===== src/sv/assert_macros.svh =====
// Assertion macros used by alarm_time_match_table.sv
`ifndef ASSERT_MACROS_SVH
`define ASSERT_MACROS_SVH

// Condition holds at every clock edge out of reset
`define ASSERT_HOLDS(label, clk, rst, cond, msg) \
   label: assert property (@(posedge clk) disable iff (rst) (cond)) else $error(msg);

// Consequent holds in the same cycle as the antecedent
`define ASSERT_IMPLIES(label, clk, rst, ante, cons, msg) \
   label: assert property (@(posedge clk) disable iff (rst) (ante) |-> (cons)) else $error(msg);

// Consequent holds in the cycle after the antecedent
`define ASSERT_NEXT(label, clk, rst, ante, cons, msg) \
   label: assert property (@(posedge clk) disable iff (rst) (ante) |=> (cons)) else $error(msg);

`endif


===== src/sv/atmt_pkg.sv =====
// Types, codes and widths for the alarm time match table
`default_nettype none

package atmt_pkg;

   localparam int DEF_TABLE_DEPTH = 8;

   localparam int OP_W        = 2;
   localparam int HOUR_W      = 5;
   localparam int MINUTE_W    = 6;
   localparam int SECOND_W    = 6;
   localparam int SLOT_W      = 6;
   localparam int STATUS_W    = 2;
   localparam int ALARM_CNT_W = 7;

   localparam int REQ_FIELDS_W = HOUR_W + MINUTE_W + SECOND_W + SLOT_W;
   localparam int REQ_TDATA_W  = ((REQ_FIELDS_W + 7) / 8) * 8;
   localparam int RSP_FIELDS_W = STATUS_W + 1 + SLOT_W + ALARM_CNT_W + 1;
   localparam int RSP_TDATA_W  = ((RSP_FIELDS_W + 7) / 8) * 8;

   typedef enum logic [OP_W-1:0] {
      OP_CREATE = 2'd0,
      OP_CHECK  = 2'd1,
      OP_REMOVE = 2'd2
   } op_type;

   typedef enum logic [STATUS_W-1:0] {
      ST_OK      = 2'd0,
      ST_FULL    = 2'd1,
      ST_BADSLOT = 2'd2
   } status_type;

   typedef enum logic [2:0] {
      S_IDLE,
      S_EXEC,
      S_SCAN,
      S_MOVE,
      S_DONE
   } state_type;

   typedef struct packed {
      logic [SECOND_W-1:0] second;
      logic [MINUTE_W-1:0] minute;
      logic [HOUR_W-1:0]   hour;
   } entry_type;

endpackage

`default_nettype wire


===== src/sv/alarm_time_match_table.sv =====
// Alarm time match table: top level with sequencer, entry memory and result register
//
// Request channel (req_*): one beat per command. tuser carries the opcode
// (create, check, remove); tdata carries hour, minute, second and slot.
// Response channel (rsp_*): exactly one beat per request with status,
// triggered flag, triggered slot, alarm count and empty flag.
// Entries live in slots 0 .. count-1. A create appends at slot count;
// a remove, or a check that hits, moves the last entry into the freed slot.
// A check walks the slots in order through one compare unit, one slot per
// cycle, reading the entry memory through its single registered read port.
// Path through the states: create, remove of the last slot or of a bad
// slot, unknown opcodes and empty checks go EXEC then DONE; other removes
// go EXEC, MOVE, DONE; a check goes EXEC, SCAN up to the hit or the last
// slot, MOVE when the hit is not the last slot, then DONE.
// One request is in flight at a time; req_tready is high only when idle,
// so no new request is taken until the previous one has left DONE.
// A finished response waits in the output register while rsp_tready is
// low; the next request is taken meanwhile and is held in its last step.
// Synchronous reset empties the table (count zero); no clearing pass.
`default_nettype none
`include "assert_macros.svh"

module alarm_time_match_table #(
   parameter int TABLE_DEPTH = atmt_pkg::DEF_TABLE_DEPTH
) (
   input  logic                             clock,
   input  logic                             reset,
   input  logic                             req_tvalid,
   output logic                             req_tready,
   // [4:0] time_hour, [10:5] time_minute, [16:11] time_second,
   // [22:17] entry_index, [23] zero
   input  logic [atmt_pkg::REQ_TDATA_W-1:0] req_tdata,
   // [1:0] op
   input  logic [atmt_pkg::OP_W-1:0]        req_tuser,
   output logic                             rsp_tvalid,
   input  logic                             rsp_tready,
   // [1:0] status, [2] triggered, [8:3] triggered_slot,
   // [15:9] alarm_count, [16] table_empty, [23:17] zero
   output logic [atmt_pkg::RSP_TDATA_W-1:0] rsp_tdata
);
   import atmt_pkg::*;

   localparam int IDX_W = (TABLE_DEPTH > 1) ? $clog2(TABLE_DEPTH) : 1;
   localparam int CNT_W = $clog2(TABLE_DEPTH + 1);
   localparam logic [CNT_W-1:0] DEPTH_C = CNT_W'(TABLE_DEPTH);
   localparam int HOUR_LO   = 0;
   localparam int MINUTE_LO = HOUR_LO + HOUR_W;
   localparam int SECOND_LO = MINUTE_LO + MINUTE_W;
   localparam int SLOT_LO   = SECOND_LO + SECOND_W;

   // control state
   state_type               state_ff, state_in;
   logic [CNT_W-1:0]        count_ff, count_in;
   logic                    rsp_tvalid_ff;
   // item and working registers
   op_type                  op_ff;
   entry_type               key_ff;
   logic [SLOT_W-1:0]       idx_ff;
   logic [IDX_W-1:0]        slot_ff, slot_in;
   logic [IDX_W-1:0]        dst_ff, dst_in;
   status_type              status_ff, status_in;
   logic                    trig_ff, trig_in;
   logic [IDX_W-1:0]        tslot_ff, tslot_in;
   logic [RSP_TDATA_W-1:0]  rsp_tdata_ff, rsp_tdata_in;

   // entry memory
   entry_type               mem [TABLE_DEPTH];
   entry_type               mem_rdata_ff;
   logic                    mem_we;
   logic [IDX_W-1:0]        mem_waddr;
   entry_type               mem_wdata;
   logic [IDX_W-1:0]        rd_addr;

   logic                    req_accept;
   logic                    rsp_load;
   logic                    hit;
   logic [CNT_W-1:0]        cnt_m1;
   logic [IDX_W-1:0]        last_slot;
   logic                    full;
   logic                    idx_bad;
   logic                    idx_last;
   logic                    slot_last;
   logic                    empty_now;
   entry_type               req_key;

   assign req_accept = req_tvalid & req_tready;
   assign cnt_m1     = count_ff - CNT_W'(1);
   assign last_slot  = cnt_m1[IDX_W-1:0];
   assign full       = (count_ff == DEPTH_C);
   assign empty_now  = (count_ff == '0);
   assign idx_bad    = ({1'b0, idx_ff} >= ALARM_CNT_W'(count_ff));
   assign idx_last   = ({1'b0, idx_ff} == ALARM_CNT_W'(cnt_m1));
   assign slot_last  = (slot_ff == last_slot);

   assign req_key.hour   = req_tdata[MINUTE_LO-1:HOUR_LO];
   assign req_key.minute = req_tdata[SECOND_LO-1:MINUTE_LO];
   assign req_key.second = req_tdata[SLOT_LO-1:SECOND_LO];

   atmt_match u_match (
      .entry (mem_rdata_ff),
      .key   (key_ff),
      .hit   (hit)
   );

   // next state
   always_comb begin
      state_in = state_ff;
      case (state_ff)
         S_IDLE: begin
            if (req_accept) state_in = S_EXEC;
         end
         S_EXEC: begin
            case (op_ff)
               OP_REMOVE: begin
                  if (idx_bad || idx_last) state_in = S_DONE;
                  else state_in = S_MOVE;
               end
               OP_CHECK: begin
                  if (empty_now) state_in = S_DONE;
                  else state_in = S_SCAN;
               end
               default: state_in = S_DONE;
            endcase
         end
         S_SCAN: begin
            if (hit) begin
               if (slot_last) state_in = S_DONE;
               else state_in = S_MOVE;
            end else if (slot_last) begin
               state_in = S_DONE;
            end
         end
         S_MOVE: state_in = S_DONE;
         S_DONE: begin
            if (rsp_load) state_in = S_IDLE;
         end
         default: state_in = S_IDLE;
      endcase
   end

   // datapath controls
   always_comb begin
      req_tready = 1'b0;
      rsp_load   = 1'b0;
      mem_we     = 1'b0;
      mem_waddr  = dst_ff;
      mem_wdata  = key_ff;
      rd_addr    = slot_ff;
      count_in   = count_ff;
      slot_in    = slot_ff;
      dst_in     = dst_ff;
      status_in  = status_ff;
      trig_in    = trig_ff;
      tslot_in   = tslot_ff;
      case (state_ff)
         S_IDLE: begin
            req_tready = 1'b1;
            if (req_accept) begin
               status_in = ST_OK;
               trig_in   = 1'b0;
               tslot_in  = '0;
               slot_in   = '0;
            end
         end
         S_EXEC: begin
            case (op_ff)
               OP_CREATE: begin
                  if (full) begin
                     status_in = ST_FULL;
                  end else begin
                     mem_we    = 1'b1;
                     mem_waddr = count_ff[IDX_W-1:0];
                     count_in  = count_ff + CNT_W'(1);
                  end
               end
               OP_REMOVE: begin
                  if (idx_bad) begin
                     status_in = ST_BADSLOT;
                  end else if (idx_last) begin
                     count_in = cnt_m1;
                  end else begin
                     rd_addr = last_slot;
                     dst_in  = idx_ff[IDX_W-1:0];
                  end
               end
               OP_CHECK: begin
                  rd_addr = '0;
                  slot_in = '0;
               end
               default: ;
            endcase
         end
         S_SCAN: begin
            if (hit) begin
               trig_in  = 1'b1;
               tslot_in = slot_ff;
               if (slot_last) begin
                  count_in = cnt_m1;
               end else begin
                  // fetch the last entry to fill the hole
                  rd_addr = last_slot;
                  dst_in  = slot_ff;
               end
            end else if (!slot_last) begin
               slot_in = IDX_W'(slot_ff + 1'b1);
               rd_addr = IDX_W'(slot_ff + 1'b1);
            end
         end
         S_MOVE: begin
            mem_we    = 1'b1;
            mem_waddr = dst_ff;
            mem_wdata = mem_rdata_ff;
            count_in  = cnt_m1;
         end
         S_DONE: begin
            rsp_load = ~rsp_tvalid_ff | rsp_tready;
         end
         default: ;
      endcase
   end

   always_comb begin
      rsp_tdata_in = '0;
      rsp_tdata_in[STATUS_W-1:0]                 = status_ff;
      rsp_tdata_in[STATUS_W]                     = trig_ff;
      rsp_tdata_in[STATUS_W+1 +: SLOT_W]         = SLOT_W'(tslot_ff);
      rsp_tdata_in[STATUS_W+1+SLOT_W +: ALARM_CNT_W] = ALARM_CNT_W'(count_ff);
      rsp_tdata_in[STATUS_W+1+SLOT_W+ALARM_CNT_W] = empty_now;
   end

   always_ff @(posedge clock) begin
      if (reset) begin
         state_ff      <= S_IDLE;
         count_ff      <= '0;
         rsp_tvalid_ff <= 1'b0;
      end else begin
         state_ff <= state_in;
         count_ff <= count_in;
         if (rsp_load) rsp_tvalid_ff <= 1'b1;
         else if (rsp_tready) rsp_tvalid_ff <= 1'b0;
      end
   end

   always_ff @(posedge clock) begin
      if (req_accept) begin
         op_ff  <= op_type'(req_tuser);
         key_ff <= req_key;
         idx_ff <= req_tdata[SLOT_LO +: SLOT_W];
      end
      slot_ff   <= slot_in;
      dst_ff    <= dst_in;
      status_ff <= status_in;
      trig_ff   <= trig_in;
      tslot_ff  <= tslot_in;
      if (rsp_load) rsp_tdata_ff <= rsp_tdata_in;
   end

   always_ff @(posedge clock) begin
      if (mem_we) mem[mem_waddr] <= mem_wdata;
      mem_rdata_ff <= mem[rd_addr];
   end

   assign rsp_tvalid = rsp_tvalid_ff;
   assign rsp_tdata  = rsp_tdata_ff;

   `ASSERT_HOLDS(a_count_range, clock, reset, count_ff <= DEPTH_C, "alarm count above depth")
   `ASSERT_IMPLIES(a_scan_slot, clock, reset, state_ff == S_SCAN, ALARM_CNT_W'(slot_ff) < ALARM_CNT_W'(count_ff), "scan slot beyond count")
   `ASSERT_IMPLIES(a_move_target, clock, reset, state_ff == S_MOVE, (dst_ff != last_slot) && !empty_now, "move into last or empty slot")
   `ASSERT_NEXT(a_accept_exec, clock, reset, req_accept, state_ff == S_EXEC, "accepted beat not executed")

endmodule

`default_nettype wire


===== src/sv/atmt_match.sv =====
// Shared time compare unit: one stored entry against the search key
`default_nettype none

module atmt_match (
   input  atmt_pkg::entry_type entry,
   input  atmt_pkg::entry_type key,
   output logic                hit
);
   import atmt_pkg::*;

   logic hour_eq;
   logic minute_eq;
   logic second_eq;

   assign hour_eq   = (entry.hour == key.hour);
   assign minute_eq = (entry.minute == key.minute);
   assign second_eq = (entry.second == key.second);
   assign hit       = hour_eq & minute_eq & second_eq;

endmodule

`default_nettype wire

===== config.mk =====
export PLATFORM = sky130hd
export DESIGN_NAME = alarm_time_match_table
export DESIGN_NICKNAME = d
export VERILOG_FILES = /design/src/sv/atmt_pkg.sv /design/src/sv/alarm_time_match_table.sv /design/src/sv/atmt_match.sv
export VERILOG_INCLUDE_DIRS = /design/src /design/src/sv
export SDC_FILE = /design/constraint.sdc
export NUM_CORES = 1
export LEC_CHECK = 0
export BUFFER_PORTS_ARGS = -buffer_cell sky130_fd_sc_hd__buf_2
export CELL_PAD_IN_SITES_DETAIL_PLACEMENT = 1
export CELL_PAD_IN_SITES_GLOBAL_PLACEMENT = 1
export CORE_ASPECT_RATIO = 0.6
export CORE_MARGIN = 2
export CORE_UTILIZATION = 30
export CTS_CLUSTER_SIZE = 8
export DETAILED_ROUTE_END_ITERATION = 12
export PLACE_DENSITY_LB_ADDON = 0.1
export SKIP_CTS_REPAIR_TIMING = 1
export SLEW_MARGIN = 20
export SYNTH_ARGS = -nofsm -noshare
export SYNTH_HDL_FRONTEND = slang
export SYNTH_SLANG_ARGS = --single-unit

===== constraint.sdc =====
create_clock -name clock -period 9.4 [get_ports clock]
set_clock_uncertainty 0.15 [all_clocks]
set_input_delay 1.88 -clock clock [delete_from_list [all_inputs] [get_ports clock]]
set_output_delay 1.88 -clock clock [all_outputs]
set_load 0.05 [all_outputs]

==> metrics.md, run 1 <==
| Metric | Value |
|---|---|
| Status | `finished, final reports clean` |
| CTS Buf Count | `30` |
| Setup TNS | `0 ns` |
| Chip height | `approximately 140 um` |
| Place WS | `4.083 ns` |
| Antenna violations before repair | `0` |
| Synth area leader | `edfxtp_1` |
| Critical Path RT | `slightly below 10 ns` |
| Fill cells | `3,239` |
| Ant diodes | `0` |
| GRT Total Usage | `0.1686` |
| CTS H-tree lvls | `1` |
| Proportion of layout cells with a drive suffix above 1 | `0.1810` |
| Syn_area_per_cell | `between 10 and 15 um2` |
| Placed insts | `1,095` |
| R2R depth | `12` |
| Congestion Overflow GR | `0` |
| Fin nets | `between 700 and 800` |
| Drt via density | `5.037` |
| Via count | `5,798` |
| IO Count | `between 50 and 60` |
| CP endpoint | `mem_rdata_ff[7]` |
| Routed wire per std cell | `23.78 um` |
| Seq pwr share | `0.460` |
| Stages on worst setup path | `12` |
| MaxCap Viol Count | `0` |
| Class of the worst hold path | `reg2reg` |
| CP startpoint kind | `register` |
| First-pass GRT wire length | `40,430 um` |
| Max FO, Critical Path | `41` |
| Hold Vio Cnt, Final | `0` |
| Crit share post-route | `0.5622` |
| Vias in the first global route | `6,078` |
| CTS tree | `built` |
| Starting Density | `0.3025` |
| DRT iter0 DRCs | `357` |
| Peak supply drop | `151.4 uV` |
| Reg2reg end | `mem_rdata_ff[7]` |
| CTS Buffer Depth | `3` |
| R2r setup slk | `approximately 4.1 ns` |
| Die width | `232.1 um` |
| Core area | `0.03097 mm2` |
| Reg area | `roughly 0.006 mm2` |
| Min Tclk post-route | `5.285 ns` |
| Syn-to-layout area delta | `15.76%` |
| Post-synth EDFFs | `roughly 180` |
| Crit-path cells | `inv_1 > ha_1 > xnor2_1 > nor4_2 > nand3_2 > nand2_2 > mux2i_1 > or2_2 > buf_4 > and2_1 > a22oi_1 > a32o_1` |
| Distinct cell type count after synthesis | `63` |
| Syn Std Cell Area | `0.009366 mm2` |
| Sequential-to-total area share from yosys stat | `0.6433` |
| Switching share of total power | `0.2523` |
| Fmax | `189.2 MHz` |
| Area of the multi-input gates | `0.003029 mm2` |
| Arrival @ worst endpoint | `5.57 ns` |
| DRC Markers | `0` |
| Die ar. | `0.03270 mm2` |
| Clock-pin transition on the worst setup and hold timing paths | `0.05 ns` |
| Most frequent cell after synthesis | `edfxtp_1` |
| Slew headroom | `0.2692` |
| LEAKAGE | `about 0.0038 uW` |
| Crit path capture type | `register` |
| Logic pwr share | `0.110` |
| Drt first pass iters | `4` |
| Tot Pwr | `2339 uW` |
| Largest delay contributor family on the critical path | `simple AND/OR/NAND/NOR gates` |
| CP startpoint | `count_ff[0]` |
| Top-area cell type share of the netlist area | `0.5899` |
| Row count | `50` |
| Max Transition Viols Final | `0` |
| FF-to-FF Start | `count_ff[0]` |
| Setup Viol. Count Final | `0` |
| Most used DFF post-synth | `edfxtp_1` |
| Setup ws final | `between 4 and 5 ns` |
| Leading post-synthesis cells by cell area | `edfxtp_1 (59%), mux2i_1 (5.7%), dfxtp_1 (5.3%), a22oi_1 (5.2%), mux2_2 (2.2%)` |
| Commonest cells in the netlist | `edfxtp_1 (184), a22oi_1 (65), mux2i_1 (53)` |
| Unrepaired setup endpoints after global routing | `no` |
| Syn. warnings | `0` |
| Crit path buffers/inverters | `2` |
| GPL Wtd Cong | `0.7632` |
| HPWL after DPL | `~17,000 um` |
| IO Port Bufs | `41` |
| Pin count of the biggest net entering global routing | `just over 70` |
| Crit-path slowest cell | `and2_1` |
| P_int | `1749 uW` |
| FFs w/ async S/R, synth | `0` |
| Clock tree sinks | `209` |
| Crit path largest cell delay | `0.93 ns` |
| Antenna-violating nets left | `0` |
| Clock Latency Late Sink | `0.55 ns` |
| Power density cells | `215.7 mW/mm2` |
| Tightest Pin Transition | `between 1 and 1.5 ns` |
| Root buf cell | `clkbuf_16` |
| Net Sw Power | `around 590 uW` |
| Clock power frac | `0.430` |
| Final non-filler cell total | `1,151` |
| Post-Route WL | `27,370 um` |
| Crit Path Class | `reg2reg` |
| Synth Register Bits | `between 200 and 250` |
| Cells after Synth | `662` |
==> routing by layer <==
metal	global-route usage	up-vias	wire length, um
li1	-	2668	-
met1	0.2565	2965	14350
met2	0.2446	119	11310
met3	0.03014	46	1037
met4	0.04453	0	667
met5	0	-	0
==> cells by family (layout without fill, tap and decap cells) <==
family,after synthesis,count (layout),synth area share
AOI/OAI and AO/OA,149,149,0.1248
xor gates and xnor gates,30,30,0.03112
adders and majority gates,10,10,0.01336
buffers and inverters,71,132,0.04261
DFF,209,209,0.6433
muxes,72,72,0.07988
other,1,13,0.0004004
and+or+nand+nor,120,120,0.06452
==> worst reg2reg max path: cells and delay by family (launching register included) <==
family / cells / cell delay [ns]
flops: 1 / 0.68
buf+inv: 2 / 0.84
fa+ha+maj: 1 / 0.48
compound gates: 2 / 0.60
xor+xnor: 1 / 0.21
simple gates: 5 / 1.88
mux: 1 / 0.34
==> layout make-up <==
type | count | share of cell area
Sequential cell | 209 | 0.5557
Tap cell | 416 | 0.04800
Multi-Input combinational cell | 394 | 0.2794
Clock inverter | 1 | 0.0008078
Inverter | 20 | 0.006924
Clock buffer | 55 | 0.07985
Timing Repair Buffer | 56 | 0.02931
==> power groups by stage <==
| stage | Clock, uW | Sequential [uW] | Combinational [uW] |
|---|---|---|---|
| 6_report | 1010 | 1080 | 256 |
| 5_1_grt | 1070 | 1080 | 278 |
| 4_1_cts | 1040 | 1080 | 258 |
| 3_5_place_dp | 0 | 1090 | 256 |
| 3_3_place_gp | 0 | 1090 | 251 |
| 2_1_floorplan | 0 | 1090 | 185 |
==> stage by stage <==
step                      hold WS [ns]    util  instance area (um2)
after global routing            0.2815  0.3501                10840
after global placement          0.2646  0.3217                 9963
after CTS                       0.2696  0.3500                10840
after floorplan                 0.2503       -                 9412
after detailed placement        0.2574  0.3217                 9963
final                           0.2678  0.3501                10840
==> state kept, by name, summed over array words and instances (netlist names), 2 cells and up <==
name and flops:
mem 136, count_ff 4, dst_ff 3, status_ff 2, rsp_tdata 11, key_ff 17, op_ff 2, state_ff 3
mem_rdata_ff 17, tslot_ff 3, idx_ff 6, slot_ff 3
==> cell usage in the layout (no fill, tap or decap), types with 18 or more instances in the layout <==
cell	Yosys	final
mux2_2	18	18
clkbuf_1	7	24
buf_2	16	41
nand2_1	31	31
nor2_1	32	24
clkbuf_16	0	31
mux2i_1	53	53
edfxtp_1	184	184
inv_1	20	20
a22oi_1	65	65
xor2_1	20	20
dfxtp_1	25	25
==> how the worst min path moves through the flow <==
stage	endpoint	slack, ns	from	cells after the start
after floorplan	rsp_tdata[0]	0.25	status_ff[0]	0
after global placement	rsp_tdata[0]	0.26	status_ff[0]	0
after detailed placement	rsp_tdata[3]	0.26	tslot_ff[0]	0
after CTS	rsp_tdata[3]	0.27	tslot_ff[0]	0
after global routing	rsp_tdata[3]	0.28	tslot_ff[0]	0
final	rsp_tdata[3]	0.27	tslot_ff[0]	0
Power figures use the tool's default switching activity.
==> run 2, diff against run 1 <==
--- a/config.mk
+++ b/config.mk
@@ -6,6 +6,7 @@
 export SDC_FILE = /design/constraint.sdc
 export NUM_CORES = 1
 export LEC_CHECK = 0
+export ABC_AREA = 1
 export BUFFER_PORTS_ARGS = -buffer_cell sky130_fd_sc_hd__buf_2
 export CELL_PAD_IN_SITES_DETAIL_PLACEMENT = 1
 export CELL_PAD_IN_SITES_GLOBAL_PLACEMENT = 1
==> constraint.sdc (replaced) <==
create_clock -name clock -period 5.4 [get_ports clock]
set_clock_uncertainty 0.15 [all_clocks]
set_input_delay 1.08 -clock clock [delete_from_list [all_inputs] [get_ports clock]]
set_output_delay 1.08 -clock clock [all_outputs]
set_load 0.05 [all_outputs]
==> run 2 against run 1 <==
Compared with the run above: sequential power is 85% higher; synthesized cell count rose by 54%; final cell count up 32%; die area increased by 3.8%; total power up 110%; routed wire length is 0.89% higher; clock-buffer cell count did not move; non-clock buffer count is 2 higher; largest power group unchanged.
==> metrics.md, run 2 <==
| Metric | Value |
|---|---|
| Status | `finished, final reports clean (unchanged)` |
| Via count | `6,809 (was 5,798)` |
| FF-to-FF Start | `count_ff[3] (was count_ff[0])` |
| Crit share post-route | `0.7565 (was 0.5622)` |
| Min Tclk post-route | `4.085 ns (was 5.285 ns)` |
| IO Count | `56 (unchanged)` |
| Reg2reg end | `mem_rdata_ff[0] (was mem_rdata_ff[7])` |
| Crit path largest cell delay | `0.51 ns (was 0.93 ns)` |
| Leading registers by flop count | `mem: 136 flops, key_ff: 17 flops, mem_rdata_ff: 17 flops (unchanged)` |
| Distinct cell type count after synthesis | `35 (was 63)` |
| Starting Density | `0.3026 (was 0.3025)` |
| DRT iter0 DRCs | `328 (was 357)` |
| Commonest cells in the netlist | `nand2_1 (259), inv_1 (190), edfxtp_1 (184) (was edfxtp_1 (184), a22oi_1 (65), mux2i_1 (53))` |
| Crit-path slowest cell | `dfxtp_1 (was and2_1)` |
| Slew headroom | `0.3604 (was 0.2692)` |
| CTS Buffer Depth | `3 (unchanged)` |
| FFs w/ async S/R, synth | `0 (unchanged)` |
| Syn-to-layout area delta | `15.78% (was 15.76%)` |
| First-pass GRT wire length | `42,370 um (was 40,430 um)` |
| WHS Path Cells | `0 (unchanged)` |
| Syn_area_per_cell | `9.569 um2 (was 14.15 um2)` |
| Final non-filler cell total | `1,520 (was 1,151)` |
| Setup TNS | `0 ns (unchanged)` |
| Pin count of the biggest net entering global routing | `47 (was 71)` |
| Proportion of layout cells with a drive suffix above 1 | `0.1159 (was 0.1810)` |
| MaxCap Viol Count | `0 (unchanged)` |
| Largest delay contributor family on the critical path | `simple AND/OR/NAND/NOR gates (unchanged)` |
| Fmax | `244.8 MHz (was 189.2 MHz)` |
| Drt first pass iters | `4 (unchanged)` |
| Drt via density | `4.480 (was 5.037)` |
| Chip height | `143.5 um (was 140.9 um)` |
| GPL Wtd Cong | `0.7925 (was 0.7632)` |
| Antenna violations before repair | `0 (unchanged)` |
| Synth area leader | `edfxtp_1 (unchanged)` |
| Most frequent cells in the layout | `nand2_1 (259), inv_1 (190), edfxtp_1 (184), nand3_1 (159) (was edfxtp_1 (184), a22oi_1 (65), mux2i_1 (53), buf_2 (41))` |
| HPWL after DPL | `17,180 um (was 17,140 um)` |
| Commonest non-fill, non-tap cell in the layout | `nand2_1 (was edfxtp_1)` |
| Leading post-synthesis cells by cell area | `edfxtp_1 (57%), nand2_1 (10%), nand3_1 (8.2%), inv_1 (7.3%), dfxtp_1 (5.1%) (was edfxtp_1 (59%), mux2i_1 (5.7%), dfxtp_1 (5.3%), a22oi_1 (5.2%), mux2_2 (2.2%))` |
| Vias in the first global route | `6,706 (was 6,078)` |
| LEAKAGE | `0.005010 uW (was 0.003809 uW)` |
| Core area | `0.03216 mm2 (was 0.03097 mm2)` |
| Unrepaired setup endpoints after global routing | `no (unchanged)` |
| Max Transition Viols Final | `0 (unchanged)` |
| Hold Vio Cnt, Final | `0 (unchanged)` |
| Clock tree sinks | `209 (unchanged)` |
| Syn Std Cell Area | `0.009732 mm2 (was 0.009366 mm2)` |
| IO Port Bufs | `41 (unchanged)` |
| Crit path buffers/inverters | `3 (was 2)` |
| WHS | `0.2680 ns (was 0.2678 ns)` |
| Die width | `236.5 um (was 232.1 um)` |
| CTS tree | `built (unchanged)` |
| Number of flip-flops in the largest register | `136 (unchanged)` |
| Arrival @ worst endpoint | `4.36 ns (was 5.57 ns)` |
| Peak supply drop | `231.1 uV (was 151.4 uV)` |
| R2R depth | `16 (was 12)` |
| Clock Latency Late Sink | `0.55 ns (about the same)` |
| Min-delay src | `tslot_ff[2] (was tslot_ff[0])` |
| Crit-path most repeated cell | `nand2_1` |
| Die ar. | `0.03394 mm2 (was 0.03270 mm2)` |
| Sequential-to-total area share from yosys stat | `0.6192 (was 0.6433)` |
| Post-synth EDFFs | `184 (unchanged)` |
| Class of the worst hold path | `reg2reg (unchanged)` |
| Setup Viol. Count Final | `0 (unchanged)` |
| Most frequent cell after synthesis | `nand2_1 (was edfxtp_1)` |
| CTS H-tree lvls | `1 (unchanged)` |
| Power density cells | `431.0 mW/mm2 (was 215.7 mW/mm2)` |
| Synth Register Bits | `209 (unchanged)` |
| GRT Total Usage | `0.1680 (was 0.1686)` |
| Tightest Pin Transition | `0.9494 ns (was 1.095 ns)` |
| Row count | `51 (was 50)` |
| Top-area cell type share of the netlist area | `0.5678 (was 0.5899)` |
| Congestion Overflow GR | `0 (unchanged)` |
| Syn. warnings | `0 (unchanged)` |
| Largest reg by FF count | `mem (unchanged)` |
| Root buf cell | `clkbuf_16 (unchanged)` |
| Most used DFF post-synth | `edfxtp_1 (unchanged)` |
| Routed wire per std cell | `18.17 um (was 23.78 um)` |
| Crit path capture type | `register (unchanged)` |
| DRC Markers | `0 (unchanged)` |
| Clock-pin transition on the worst setup and hold timing paths | `0.06 ns (was 0.05 ns)` |
| Ant diodes | `0 (unchanged)` |
| CP startpoint kind | `register (unchanged)` |
| Max FO, Critical Path | `46 (was 41)` |
| Fin nets | `1,112 (was 751)` |
| Placed insts | `1,464 (was 1,095)` |
| R2r setup slk | `1.31 ns (was 4.12 ns)` |
| Cells after Synth | `1,017 (was 662)` |
| CTS Buf Count | `30 (unchanged)` |
| Post-Route WL | `27,610 um (was 27,370 um)` |
| Crit Path Class | `reg2reg (unchanged)` |
| Critical Path RT | `5.67 ns (was 9.69 ns)` |
| Worst Hold Path EP | `rsp_tdata[5] (was rsp_tdata[3])` |
| Crit-path cells | `inv_1 > ha_1 > nand2_1 > nor3_1 > nor2_1 > nand4_1 > inv_1 > nand2_1 > nand3_4 > nand2_2 > buf_4 > nand2_1 > nand3_1 > nand2_1 > nand2_1 > nand2_1 (was inv_1 > ha_1 > xnor2_1 > nor4_2 > nand3_2 > nand2_2 > mux2i_1 > or2_2 > buf_4 > and2_1 > a22oi_1 > a32o_1)` |
| Antenna-violating nets left | `0 (unchanged)` |
[run 2: cell types whose count changed in the layout (fill, tap and decap cells not counted), sizes merged, moves of 17 or more]
| cell | previous run | this run |
|---|---|---|
| a22oi | 65 | 0 |
| o21ai | 7 | 24 |
| nand3 | 9 | 160 |
| mux2i | 53 | 0 |
| nand2 | 33 | 266 |
| inv | 20 | 197 |
| nor2 | 34 | 57 |
[run 2: worst max-delay path by stage]
stage	from	to	slack, ns	cells past startpoint
6_report	count_ff[3]	mem_rdata_ff[0]	1.31	16
5_1_grt	count_ff[3]	mem_rdata_ff[16]	0.93	18
4_1_cts	count_ff[3]	mem_rdata_ff[16]	1.31	16
3_5_place_dp	count_ff[3]	mem_rdata_ff[0]	1.34	16
3_3_place_gp	count_ff[3]	mem_rdata_ff[0]	1.34	16
2_1_floorplan	state_ff[2]	idx_ff[0]	2.27	5
[run 2: cell type report]
class | instances | area, um2
repair buffers | 58 | 345.3
clock inverters | 1 | 8.758
fillers | 3696 | 20890
multi-input cells | 576 | 2751
flip-flops and latches | 209 | 6026
clock buffers | 55 | 865.8
well taps | 424 | 530.5
inverters | 197 | 739.5
[run 2: worst register-to-register path, delay by kind of cell, from the launching register on]
| family | cells | cell delay (ns) |
|---|---|---|
| buffers and inverters | 3 | 0.76 |
| adders and majority gates | 1 | 0.35 |
| DFF | 1 | 0.51 |
| and+or+nand+nor | 12 | 2.18 |
[run 2: kinds of logic (layout without fill, tap and decap cells)]
logic type,count (synthesis),count (layout),share of synthesized area
adders and majority gates,10,10,0.01286
muxes,5,5,0.005785
AOI/OAI and AO/OA,44,44,0.02507
other,1,13,0.0003853
buffers and inverters,244,311,0.1063
xor gates and xnor gates,13,13,0.01170
DFF,209,209,0.6192
and+or+nand+nor,491,491,0.2187
[run 2: per-stage QoR]
step	setup slack, ns	util	area (um2)	power, uW
after global routing	0.9307	0.3503	11270	5156
after CTS	1.315	0.3503	11260	4943
after floorplan	2.267	-	9777	2789
after detailed placement	1.344	0.3231	10390	3147
after global placement	1.338	0.3231	10390	3139
final	1.315	0.3503	11270	4856
[run 2: metal layers]
layer  global-route usage  vias up  part of all wire
li1                     -     3380                 -
met1               0.2609     3278              0.54
met2               0.2421      125              0.41
met3              0.03016       26             0.043
met4              0.03231        0             0.014
met5                    0        -                 0
[run 2: power breakdown]
| part | total (uW) | switching (uW) | internal (uW) |
|---|---|---|---|
| sequential | 2000 | 80.2 | 1920 |
| combinational | 1100 | 795 | 308 |
| clock | 1760 | 693 | 1060 |
| total | 4860 | 1570 | 3290 |
==> run 3, diff against run 2 <==
==> constraint.sdc (replaced) <==
create_clock -name clock -period 3.8 [get_ports clock]
set_clock_uncertainty 0.15 [all_clocks]
set_input_delay 0.76 -clock clock [delete_from_list [all_inputs] [get_ports clock]]
set_output_delay 0.76 -clock clock [all_outputs]
set_load 0.05 [all_outputs]
==> run 3 against run 2 <==
Compared with the run above: die area unchanged; final cell count up 0.53%; clock power up 44%; non-clock buffer count up 8; worst setup slack worse by 1.1 ns; sequential share of layout area down 0.44 points; total power up 43%; combinational power up 46%; fmax up 15%; hold slack worse by 0.040 ns; global-route usage up 0.24 points; via count up 0.82%; largest power group unchanged; highest routed layer unchanged.
==> metrics.md, run 3 (synthesis results as in run 2) <==
| Metric | Value |
|---|---|
| Clock-pin transition on the worst setup and hold timing paths | `0.06 ns (about the same)` |
| Most frequent cells in the layout | `nand2_1 (259), inv_1 (190), edfxtp_1 (184), nand3_1 (159) (unchanged)` |
| Fill cells | `3,691 (was 3,696)` |
| DRT iter0 DRCs | `428 (was 328)` |
| Status | `finished, final reports clean (unchanged)` |
| Post-route cell area | `0.01136 mm2 (was 0.01127 mm2)` |
| Peak supply drop | `256.0 uV (was 231.1 uV)` |
| Congestion Overflow GR | `0 (unchanged)` |
| Post-Route WL | `28,430 um (was 27,610 um)` |
| Min Tclk post-route | `3.546 ns (was 4.085 ns)` |
| Starting Density | `0.3026 (unchanged)` |
| First-pass GRT wire length | `42,860 um (was 42,370 um)` |
| DRC Markers | `0 (unchanged)` |
| Tot Pwr | `6967 uW (was 4856 uW)` |
| GPL Wtd Cong | `0.8175 (was 0.7925)` |
| CTS tree | `built (unchanged)` |
| IO Port Bufs | `41 (unchanged)` |
| Syn-to-layout area delta | `16.73% (was 15.78%)` |
| Commonest non-fill, non-tap cell in the layout | `nand2_1 (unchanged)` |
| Setup Viol. Count Final | `0 (unchanged)` |
| CTS Buf Count | `30 (unchanged)` |
| Antenna-violating nets left | `0 (unchanged)` |
| Root buf cell | `clkbuf_16 (unchanged)` |
| Crit Path Class | `reg2reg (unchanged)` |
| Max FO, Critical Path | `68 (was 46)` |
| Antenna violations before repair | `0 (unchanged)` |
| Chip height | `143.5 um (unchanged)` |
| Place WS | `0.3961 ns (was 1.344 ns)` |
| Setup TNS | `0 ns (unchanged)` |
| Ant diodes | `0 (unchanged)` |
| Unrepaired setup endpoints after global routing | `no (unchanged)` |
| Critical Path RT | `4.09 ns (was 5.67 ns)` |
| CTS Buffer Depth | `3 (unchanged)` |
| Row count | `51 (unchanged)` |
| LEAKAGE | `0.005065 uW (was 0.005010 uW)` |
| CP startpoint kind | `register (unchanged)` |
| Drt first pass iters | `5 (was 4)` |
| WHS | `0.2281 ns (was 0.2680 ns)` |
| Core area | `0.03216 mm2 (unchanged)` |
| Proportion of layout cells with a drive suffix above 1 | `0.1223 (was 0.1159)` |
| CTS H-tree lvls | `1 (unchanged)` |
| Vias in the first global route | `6,535 (was 6,706)` |
| Tightest Pin Transition | `0.9250 ns (was 0.9494 ns)` |
| Number of flip-flops in the largest register | `136 (unchanged)` |
| Dpl cell area | `0.01048 mm2 (was 0.01039 mm2)` |
| Via count | `6,865 (was 6,809)` |
| MaxCap Viol Count | `0 (unchanged)` |
| Fmax | `282.0 MHz (was 244.8 MHz)` |
| Routed wire per std cell | `18.61 um (was 18.17 um)` |
| Reg area | `0.006026 mm2 (unchanged)` |
| Die width | `236.5 um (unchanged)` |
| Hold Vio Cnt, Final | `0 (unchanged)` |
| Crit path capture type | `register (unchanged)` |
| HPWL after DPL | `17,480 um (was 17,180 um)` |
| Clock tree sinks | `209 (unchanged)` |
| Drt via density | `4.493 (was 4.480)` |
| Clock Latency Late Sink | `0.55 ns (about the same)` |
| Pin count of the biggest net entering global routing | `69 (was 47)` |
| Area of the multi-input gates | `0.002746 mm2 (was 0.002751 mm2)` |
| Die ar. | `0.03394 mm2 (unchanged)` |
| Class of the worst hold path | `in2reg (was reg2reg)` |
| Largest reg by FF count | `mem (unchanged)` |
| IO Count | `56 (unchanged)` |
| Leading registers by flop count | `mem: 136 flops, key_ff: 17 flops, mem_rdata_ff: 17 flops (unchanged)` |
| Max Transition Viols Final | `0 (unchanged)` |
| Slew headroom | `0.3768 (was 0.3604)` |
| Setup ws final | `0.2538 ns (was 1.315 ns)` |
| Arrival @ worst endpoint | `3.83 ns (was 4.36 ns)` |
| GRT Total Usage | `0.1704 (was 0.1680)` |
| Fin nets | `1,120 (was 1,112)` |
| Crit share post-route | `0.9332 (was 0.7565)` |
| Power density cells | `613.3 mW/mm2 (was 431.0 mW/mm2)` |
run 3: worst paths after layout:
kind / startpoint / endpoint / slack (ns) / depth (start not counted)
worst min-delay path: req_tdata[20] / idx_ff[3] / 0.23 / 1
worst min register to register: tslot_ff[1] / rsp_tdata[4] / 0.27 / 0
worst max-delay path: count_ff[3] / mem_rdata_ff[10] / 0.25 / 16
worst max register to register: count_ff[3] / mem_rdata_ff[10] / 0.25 / 16
run 3: area by class of cell:
class,count,share of cell area
multi-input cells,576,0.2418
flip-flops and latches,209,0.5305
well taps,424,0.04670
clock inverters,1,0.0007710
clock buffers,55,0.07622
repair buffers,66,0.03899
inverters,197,0.06510
run 3: metrics by stage:
stage | std cells | util
finish | 1528 | 0.3532
global route | 1528 | 0.3532
CTS | 1528 | 0.3531
detailed placement | 1472 | 0.3259
global placement | 1472 | 0.3259
floorplan | 1029 | -
run 3: power by group:
part / switching [uW] / internal [uW] / total [uW] / leakage (uW)
registers: 105 / 2720 / 2830 / 0.00189
logic: 1140 / 470 / 1610 / 0.00276
clock network: 1010 / 1510 / 2530 / 0.000414
run 3: worst max-delay path: stages, from the launching register on:
cell	delay [ns]
dfxtp_1	0.52
inv_1	0.19
ha_1	0.34
nand2_1	0.08
nor3_1	0.49
nor2_1	0.25
nand2_1	0.17
nand2_1	0.08
nand2_2	0.11
nand2_1	0.11
nand3_4	0.11
buf_12	0.31
nand3_1	0.12
nand3_1	0.14
nand2_1	0.06
nand2_1	0.07
nand2_1	0.06
run 3: per-layer routing:
layer / wire length, um / track usage / vias to the layer above
li1: - / - / 3380
met1: 15310 / 0.2676 / 3321
met2: 11070 / 0.2350 / 127
met3: 1597 / 0.03976 / 37
met4: 455 / 0.03198 / 0
met5: 0 / 0 / -
